==> src/sv/b2da_pkg.sv <==
// Shared types and constants for the binary to decimal ASCII converter.
package b2da_pkg;

	localparam int unsigned BIN_W      = 32;
	localparam int unsigned NUM_DIGITS = 10;
	localparam int unsigned BCD_W      = 4 * NUM_DIGITS;
	localparam int unsigned STEP_W     = $clog2(BIN_W);
	localparam int unsigned NDIG_W     = $clog2(NUM_DIGITS + 1);
	localparam int unsigned CHAR_W     = 6;
	localparam logic [CHAR_W-1:0] ASCII_ZERO = CHAR_W'(48);

	// Commands from the controller to the datapath
	typedef struct packed {
		logic load;    // capture a new number, clear digits
		logic dabble;  // one shift-and-add-3 conversion step
		logic shift;   // drop the leading digit
	} b2da_cmd_t;

	// Status from the datapath to the controller
	typedef struct packed {
		logic step_last;  // final conversion step in progress
		logic top_zero;   // leading digit is zero
		logic ndig_one;   // one digit left
	} b2da_stat_t;

endpackage

==> src/sv/b2da_dp.sv <==
// Datapath: binary shift register, BCD digit register, step and digit counters.
module b2da_dp
	import b2da_pkg::*;
(
	input  logic              clk,
	input  logic              arst_n,
	input  b2da_cmd_t         cmd,
	input  logic [BIN_W-1:0]  value,
	output b2da_stat_t        stat,
	output logic [CHAR_W-1:0] digit_char,
	output logic              last_digit
);

	logic [BIN_W-1:0]  bin_q;
	logic [BCD_W-1:0]  bcd_q;
	logic [BCD_W-1:0]  bcd_adj;
	logic [STEP_W-1:0] step_q;
	logic [NDIG_W-1:0] ndig_q;

	// Add 3 to every digit of 5 or more ahead of the shift
	always_comb begin
		for (int i = 0; i < NUM_DIGITS; i++) begin
			if (bcd_q[4*i +: 4] >= 4'd5) begin
				bcd_adj[4*i +: 4] = bcd_q[4*i +: 4] + 4'd3;
			end else begin
				bcd_adj[4*i +: 4] = bcd_q[4*i +: 4];
			end
		end
	end

	// Step counter and remaining digit count
	always_ff @(posedge clk or negedge arst_n) begin
		if (!arst_n) begin
			step_q <= '0;
			ndig_q <= NDIG_W'(NUM_DIGITS);
		end else if (cmd.load) begin
			step_q <= '0;
			ndig_q <= NDIG_W'(NUM_DIGITS);
		end else begin
			if (cmd.dabble) begin
				step_q <= step_q + 1'b1;
			end
			if (cmd.shift) begin
				ndig_q <= ndig_q - 1'b1;
			end
		end
	end

	// Number and digit registers
	always_ff @(posedge clk) begin
		if (cmd.load) begin
			bin_q <= value;
			bcd_q <= '0;
		end else if (cmd.dabble) begin
			bin_q <= {bin_q[BIN_W-2:0], 1'b0};
			bcd_q <= {bcd_adj[BCD_W-2:0], bin_q[BIN_W-1]};
		end else if (cmd.shift) begin
			bcd_q <= {bcd_q[BCD_W-5:0], 4'd0};
		end
	end

	assign stat.step_last = (step_q == {STEP_W{1'b1}});
	assign stat.top_zero  = (bcd_q[BCD_W-1 -: 4] == 4'd0);
	assign stat.ndig_one  = (ndig_q == NDIG_W'(1));

	assign digit_char = ASCII_ZERO + CHAR_W'(bcd_q[BCD_W-1 -: 4]);
	assign last_digit = stat.ndig_one;

endmodule

==> src/sv/b2da_ctrl.sv <==
// Controller: sequences conversion, leading zero skip and digit output.
module b2da_ctrl
	import b2da_pkg::*;
(
	input  logic       clk,
	input  logic       arst_n,
	input  logic       in_valid,
	output logic       in_ready,
	output logic       out_valid,
	input  logic       out_ready,
	input  b2da_stat_t stat,
	output b2da_cmd_t  cmd
);

	typedef enum logic [3:0] {
		ST_IDLE = 4'b0001,
		ST_CONV = 4'b0010,
		ST_SKIP = 4'b0100,
		ST_EMIT = 4'b1000
	} state_t;

	state_t state_q;
	state_t state_nxt;

	// Next state and datapath commands
	always_comb begin
		state_nxt  = state_q;
		cmd        = '0;
		in_ready   = 1'b0;
		out_valid  = 1'b0;
		unique case (state_q)
			ST_IDLE: begin
				in_ready = 1'b1;
				if (in_valid) begin
					cmd.load  = 1'b1;
					state_nxt = ST_CONV;
				end
			end
			ST_CONV: begin
				cmd.dabble = 1'b1;
				if (stat.step_last) begin
					state_nxt = ST_SKIP;
				end
			end
			ST_SKIP: begin
				if (stat.top_zero && !stat.ndig_one) begin
					cmd.shift = 1'b1;
				end else begin
					state_nxt = ST_EMIT;
				end
			end
			ST_EMIT: begin
				out_valid = 1'b1;
				if (out_ready) begin
					if (stat.ndig_one) begin
						state_nxt = ST_IDLE;
					end else begin
						cmd.shift = 1'b1;
					end
				end
			end
			default: begin
				state_nxt = ST_IDLE;
			end
		endcase
	end

	// Hold state
	always_ff @(posedge clk or negedge arst_n) begin
		if (!arst_n) begin
			state_q <= ST_IDLE;
		end else begin
			state_q <= state_nxt;
		end
	end

	// A new request is never taken while digits are pending
	assert property (@(posedge clk) disable iff (!arst_n)
		out_valid |-> !in_ready)
		else $error("request taken while digits pending");

	// An accepted request starts the conversion
	assert property (@(posedge clk) disable iff (!arst_n)
		(in_valid && in_ready) |=> (state_q == ST_CONV))
		else $error("conversion did not start");

	// The final digit ends the run
	assert property (@(posedge clk) disable iff (!arst_n)
		(out_valid && out_ready && stat.ndig_one) |=> (in_ready && !out_valid))
		else $error("run did not end after last digit");

	// Leading zero skip never shifts out the final digit
	assert property (@(posedge clk) disable iff (!arst_n)
		(cmd.shift && !out_valid) |-> (stat.top_zero && !stat.ndig_one))
		else $error("bad leading zero skip");

endmodule

==> src/sv/binary_to_decimal_ascii.sv <==
// Sequence: accept, 32 steps of shift-and-add-3, one shift per suppressed leading zero
// and a skip exit, then one digit per cycle while out_ready is high; 1 to 10 digits per
// request. A new number is taken only after the last digit of the previous one is taken.
// Reset: arst_n clears the controller to idle; digit registers need no reset.
module binary_to_decimal_ascii
	import b2da_pkg::*;
(
	input  logic              clk,
	input  logic              arst_n,
	input  logic              in_valid,
	output logic              in_ready,
	input  logic [BIN_W-1:0]  value,
	output logic              out_valid,
	input  logic              out_ready,
	output logic [CHAR_W-1:0] digit_char,
	output logic              last_digit
);

	b2da_cmd_t  cmd;
	b2da_stat_t stat;

	b2da_ctrl u_ctrl (
		.clk       (clk),
		.arst_n    (arst_n),
		.in_valid  (in_valid),
		.in_ready  (in_ready),
		.out_valid (out_valid),
		.out_ready (out_ready),
		.stat      (stat),
		.cmd       (cmd)
	);

	b2da_dp u_dp (
		.clk        (clk),
		.arst_n     (arst_n),
		.cmd        (cmd),
		.value      (value),
		.stat       (stat),
		.digit_char (digit_char),
		.last_digit (last_digit)
	);

endmodule
==> config.mk <==
export PLATFORM = sky130hd
export DESIGN_NAME = binary_to_decimal_ascii
export DESIGN_NICKNAME = d
export VERILOG_FILES = /design/src/sv/b2da_pkg.sv /design/src/sv/b2da_dp.sv /design/src/sv/b2da_ctrl.sv /design/src/sv/binary_to_decimal_ascii.sv
export SDC_FILE = /design/constraint.sdc
export NUM_CORES = 1
export LEC_CHECK = 0
export ABC_AREA = 1
export BUFFER_PORTS_ARGS = -buffer_cell sky130_fd_sc_hd__clkbuf_2
export CAP_MARGIN = 20
export CORE_UTILIZATION = 50
export CTS_BUF_LIST = sky130_fd_sc_hd__clkbuf_4 sky130_fd_sc_hd__clkbuf_8 sky130_fd_sc_hd__clkbuf_16
export CTS_CLUSTER_DIAMETER = 200
export CTS_CLUSTER_SIZE = 10
export DETAILED_ROUTE_END_ITERATION = 16
export GPL_TIMING_DRIVEN = 0
export PLACE_DENSITY = 0.69
export SYNTH_ARGS = -nofsm -noshare
export SYNTH_HDL_FRONTEND = slang
export SYNTH_SLANG_ARGS = --single-unit
==> constraint.sdc <==
create_clock -name clk -period 2.7 [get_ports clk]
set_input_delay 0.27 -clock clk [delete_from_list [all_inputs] [get_ports clk]]
set_output_delay 0.27 -clock clk [all_outputs]
set_load 0.005 [all_outputs]
## Yosys cells after proc, flatten, opt, wreduce, memory -nomap -nowiden

Cells that the tools add are included.

| word-level totals | value |
|---|---|
| bits in registers | 85 |
| input bits | 36 |
| output and inout bits | 9 |
| logic and storage cells | 79 |

| operators by class | value |
|---|---|
| $add $sub $neg | 13 |
| order comparisons | 10 |
| eq/ne operators | 11 |
| mux-type cells | 33 |
| reduce and logical (&&, ||, !) cells | 7 |

Operators by type and width:

| cell | number |
|---|---|
| $mux 40 | 2 |
| $mux 32 | 2 |
| $mux 4 | 16 |
| $ge 4x3->1 const B | 10 |
| $add 4x2->4 const B | 9 |
| $pmux 4 s4 | 1 |
| $mux 5 | 2 |
| $ne 2x2->1 const B | 5 |
| $eq 4x1->1 const B | 2 |
| $mux 1 | 8 |
| $add 5x5->6 const A | 1 |
| $reduce_bool 2->1 | 3 |
| $add 5x1->5 const B | 1 |
| $eq 5x5->1 const B | 1 |
| $reduce_and 5->1 | 1 |
| $eq 4x2->1 const B | 1 |
| $eq 4x3->1 const B | 1 |
| $eq 4x4->1 const B | 1 |
| $logic_not 4->1 | 1 |
| $sub 4x1->4 const B | 1 |
| $add 3x2->3 const B | 1 |
| $mux 3 | 1 |
| $pmux 1 s2 | 1 |
| $logic_and 1x1->1 | 1 |
| $logic_not 1->1 | 1 |

## Longest topological paths before layout

| depth | value |
|---|---|
| word-level depth | 7 |
| mapped depth | 11 |
| mapped depth without buffers | 10 |

## By module

A second synthesis with hierarchy kept.

| unflattened totals | value |
|---|---|
| cell total of the unflattened synthesis | 651 |
| area total of the unflattened synthesis | 5004.8 µm² |

Modules (own cells, without submodules):

| module | instances | cells each | area each (µm²) | sequential area each (µm²) |
|---|---|---|---|---|
| b2da_dp | 1 | 606 | 4713.3 | 1989.4 |
| b2da_ctrl | 1 | 45 | 291.5 | 101.3 |

## Worst setup path before layout

Ideal clock, no wire load.

| timing | value |
|---|---|
| path type | register -> register |
| from | reg u_ctrl.state_q[3] |
| to | reg u_dp.bin_q[0], enable pin |
| library setup time | 0.389 ns |
| data arrival time | 1.775 ns |
| data required time | 2.311 ns |
| slack | 0.536 ns |
| stages on the path, launching flop included | 7 |
| path buffers | 1 |
| period minus slack after synthesis | 2.164 ns |
| cell sequence | dfrtp_1 nor2_1 nand2_1 nor2_2 nand2_2 buf_2 nand2_1 |

| on the way | value |
|---|---|
| cells in the longest elaborated chain, start to end | 3 |
| elaborated cells on any way between the ends | 5 |
| those cells by class | 2 x eq/ne; 2 x mux; 1 x reduce/logical |

Ends and longest elaborated chain:

| what | line | source |
|---|---|---|
| from (decl) | b2da_ctrl.sv:22 | `state_t state_q;` |
| from (signal assigned) | b2da_ctrl.sv:73 | `state_q <= state_nxt;` |
| $eq 4x2->1 / $eq 4x1->1 (equally long branches) | b2da_ctrl.sv:31 | `unique case (state_q)` |
| $mux 1 | b2da_ctrl.sv:31 |  |
| $reduce_bool 2->1 (no line) (*) | -- |  |
| to (signal assigned) | b2da_dp.sv:52 | `bin_q <= value;` |
| to (signal assigned) | b2da_dp.sv:55 | `bin_q <= {bin_q[BIN_W-2:0], 1'b0};` |
| to (decl) | b2da_dp.sv:14 | `logic [BIN_W-1:0] bin_q;` |

Every way passes the cells marked *; elsewhere a longest branch is shown, timed or not.
A chain may end at the register's enable or synchronous reset.

## Worst setup path after layout

| timing | value |
|---|---|
| from | reg u_ctrl.state_q[0] |
| to | reg u_dp.bin_q[13], enable pin |

The elaborated chain is that of the path after synthesis.

==> metrics.md <==
| Metric | Value |
|---|---|
| Status | `completed` |
| Gate power share | `50.1%` |
| Pwr per Cell Area | `1150 nW/um2` |
| Wire length per cell | `13.5 um` |
| Antenna violation net count after detailed routing | `0` |
| Pint | `0.00364 W` |
| Rows | `36` |
| Global route total overflow | `0` |
| CTS tree | `built` |
| Maximum operating frequency | `436 MHz` |
| Net Switching | `0.00308 W` |
| Final cycle utilization of the critical path | `a little over four fifths` |
| Die H | `104 um` |
| Final wirelength | `12.4 mm` |
| Cell Area, Synth | `5200 um2` |
| DR iter-0 viols | `259` |
| WHS Endpoint | `u_dp.bin_q[21]` |
| Hpwl dp | `8.78 mm` |
| Sequential share of power | `36.1%` |
| Global router's overall resource usage | `24.0%` |
| CP required | `2.84 ns` |
| Tmin final | `2.29 ns` |
| Final worst clock skew | `0.0147 ns` |
| Ys Warns | `0` |
| Via Count | `4812` |
| Total number of H-tree levels | `3` |
| Core area | `around 10000 um2` |
| CP Class | `reg2reg` |
| P&R area growth vs syn | `11.9%` |
| Worst Reg-to-Reg Cells | `6` |
| Antenna violations before repair | `0` |
| Hold Crit Class | `in2reg` |
| Worst Tran Pin Value | `0.656 ns` |
| Unrepaired setup endpoints after global routing | `no` |
| Starting density of the core | `52.5%` |
| Die Width | `between 100 and 150 um` |
| Vias per inst | `~5.2` |
| #FFs+latches synth | `85` |
| Most common cell after layout, fill and taps aside | `nand2_1` |
| Layout net count | `between 800 and 900` |
| Worst vdd ir | `0.629 mV` |
| Sw frac | `45.8%` |
| Worst r2r dst | `u_dp.bin_q[13]` |
| I/O Pins | `45` |
| CTS root buf | `clkbuf_8` |
| Clk pwr share | `13.8%` |
| Vias in the first global route | `4441` |
| Max_slew headroom | `between 50% and 60%` |
| Max cap viols | `0` |
| Netlist cell types | `33` |
| Share of layout cells above drive strength 1 | `between 10% and 20%` |
| Number of buffers created by CTS | `9` |
| Dpl cell area | `around 5600 um2` |
| Number of hold violations in the final report | `0` |
| DRT Pass-1 Iters | `5` |
| EDFF count, synth | `32` |
| Crit path DAT | `around 2.4 ns` |
| Seq/Total Area, Yosys | `40.2%` |
| Final setup fails | `0` |
| Reg2reg setup slack | `0.41 ns` |
| Clock Sink Count | `85` |
| Leak | `around 2.9 nW` |
| R2r startpoint | `u_ctrl.state_q[0]` |
| Worst setup EP type | `flip-flop` |
| IO buf count | `42` |
| Final slew viol count | `0` |
| Inserted Diodes | `0` |
| CP Max Fanout | `23` |
| Post-CTS setup buffer count | `0` |
| Cells after synthesis | `723` |
| Post-synth ARST share | `around 15%` |
| WHS Path Cells | `3` |
| Largest net degree at the start of global routing | `24` |
| Crit start category | `flip-flop` |
| Die area | `10800 um2` |
| Final hold slack | `0.134 ns` |
| First-pass GRT wire length | `20.7 mm` |
| Primary FF master, synth | `dfxtp_1` |
| Final Instance Area | `a little under 6000 um2` |
| Clk_lat worst skew | `0.39 ns` |
| Min-Delay Startpoint | `value[21]` |
| Residual DRC count | `0` |
| Sum Neg Setup Slack | `0 ns` |
| GPL Wtd Cong | `0.831` |
| CTS Buffer Depth | `2` |
| Syn avg cell area | `7.19 um2` |
| Most frequent cells in the layout | `nand2_1 (260), nor2_1 (67), inv_1 (65), nand3_1 (65), clkbuf_2 (44)` |
| Finished Core Util | `between 50% and 60%` |
| CTS clk-pin slew, worst paths | `between 0.1 and 0.15 ns` |
power groups by stage:
| stage | clock network, W | registers, W | logic (W) |
|---|---|---|---|
| after floorplan | 0 | 0.00234 | 0.00254 |
| after global placement | 0 | 0.00243 | 0.00318 |
| after detailed placement | 0 | 0.00244 | 0.00335 |
| after CTS | 0.000947 | 0.00241 | 0.00337 |
| after global routing | 0.000995 | 0.00249 | 0.00383 |
| final | 0.000927 | 0.00242 | 0.00337 |
registers in the layout, indices dropped and copies added (netlist names):
name	cells
u_dp.bcd_q	40
u_dp.bin_q	32
u_dp.step_q	5
u_ctrl.state_q	4
u_dp.ndig_q	4
metal layers:
layer  wire length (um)  vias up  GRT usage (%)
met1               5550     2210           30.0
met5                  0        -              0
met2               5940      138           40.4
met4                234        0           9.29
met3                691       17           5.26
li1                   -     2447              -
timing repair:
action                                 in CTS  in global routing
resized for setup                           0                  0
endpoints found under the hold margin      10                  0
hold buffers                                1                  0
stage by stage:
| step | power, W | setup slack [ns] | std cells |
|---|---|---|---|
| floorplan | 0.00488 | 0.536 | 724 |
| finish | 0.00671 | 0.408 | 917 |
| global placement | 0.00561 | -0.0309 | 899 |
| global route | 0.00731 | 0.243 | 917 |
| detailed placement | 0.00579 | 0.418 | 900 |
| CTS | 0.00673 | 0.384 | 917 |
worst max-delay path by stage:
stage                       from             end  slack, ns  cells past startpoint
2_1_floorplan  u_ctrl.state_q[3]   u_dp.bin_q[0]       0.54                      6
6_report       u_ctrl.state_q[0]  u_dp.bin_q[13]       0.41                      6
5_1_grt        u_ctrl.state_q[0]  u_dp.bin_q[27]       0.24                      6
3_5_place_dp   u_ctrl.state_q[0]  u_dp.bin_q[25]       0.42                      6
3_3_place_gp   u_ctrl.state_q[0]  u_dp.bin_q[26]      -0.03                      5
4_1_cts        u_ctrl.state_q[0]  u_dp.bin_q[13]       0.38                      6
cell usage after synthesis, types with 2 or more instances:
library cell / count / area (um2)
nand2_1: 260 / 976
nor2_1: 67 / 251
inv_1: 65 / 244
nand3_1: 65 / 325
o21ai_0: 42 / 210
dfxtp_1: 40 / 801
edfxtp_1: 32 / 961
nand4_1: 31 / 194
ha_1: 25 / 313
buf_4: 13 / 97.6
dfrtp_1: 10 / 250
a21oi_2: 9 / 78.8
buf_6: 8 / 90.1
clkbuf_1: 8 / 30.0
a21oi_1: 7 / 35.0
buf_2: 5 / 25.0
inv_2: 5 / 18.8
nand2_2: 5 / 31.3
dfstp_2: 3 / 78.8
nor2_2: 3 / 18.8
nor3_1: 3 / 15.0
clkbuf_2: 2 / 10.0
nand3_4: 2 / 35.0
nand3b_1: 2 / 15.0
nor2_4: 2 / 22.5
o21ai_1: 2 / 10.0
final cells by class:
| cell class | count | area [um2] |
|---|---|---|
| plain buffers | 36 | 253 |
| clock buffers | 9 | 124 |
| clock inverters | 7 | 75.1 |
| fillers | 967 | 4090 |
| inverters | 71 | 269 |
| multi-input cells | 532 | 2590 |
| flip-flops and latches | 85 | 2090 |
| well taps | 133 | 166 |
| repair buffers | 44 | 248 |
worst max-delay path, stage by stage, from the launching register on:
cell and delay [ns]:
dfstp_2 0.56, nor2_2 0.04, nand2_2 0.09, buf_6 0.16, clkbuf_1 0.42, nand2_1 0.45
buf_16 0.31
kinds of logic (layout without fill, tap and decap cells):
kind of cell	count (synthesis)	in the layout	synth area share, %
adder cells (fa/ha/maj)	25	25	6.02
buffers and inverters	107	167	10.0
flip-flops	85	85	40.2
other	1	2	0.0721
AND/OR/NAND/NOR	443	443	36.9
AO/OA/AOI/OAI	62	62	6.71
Power figures use the tool's default switching activity.
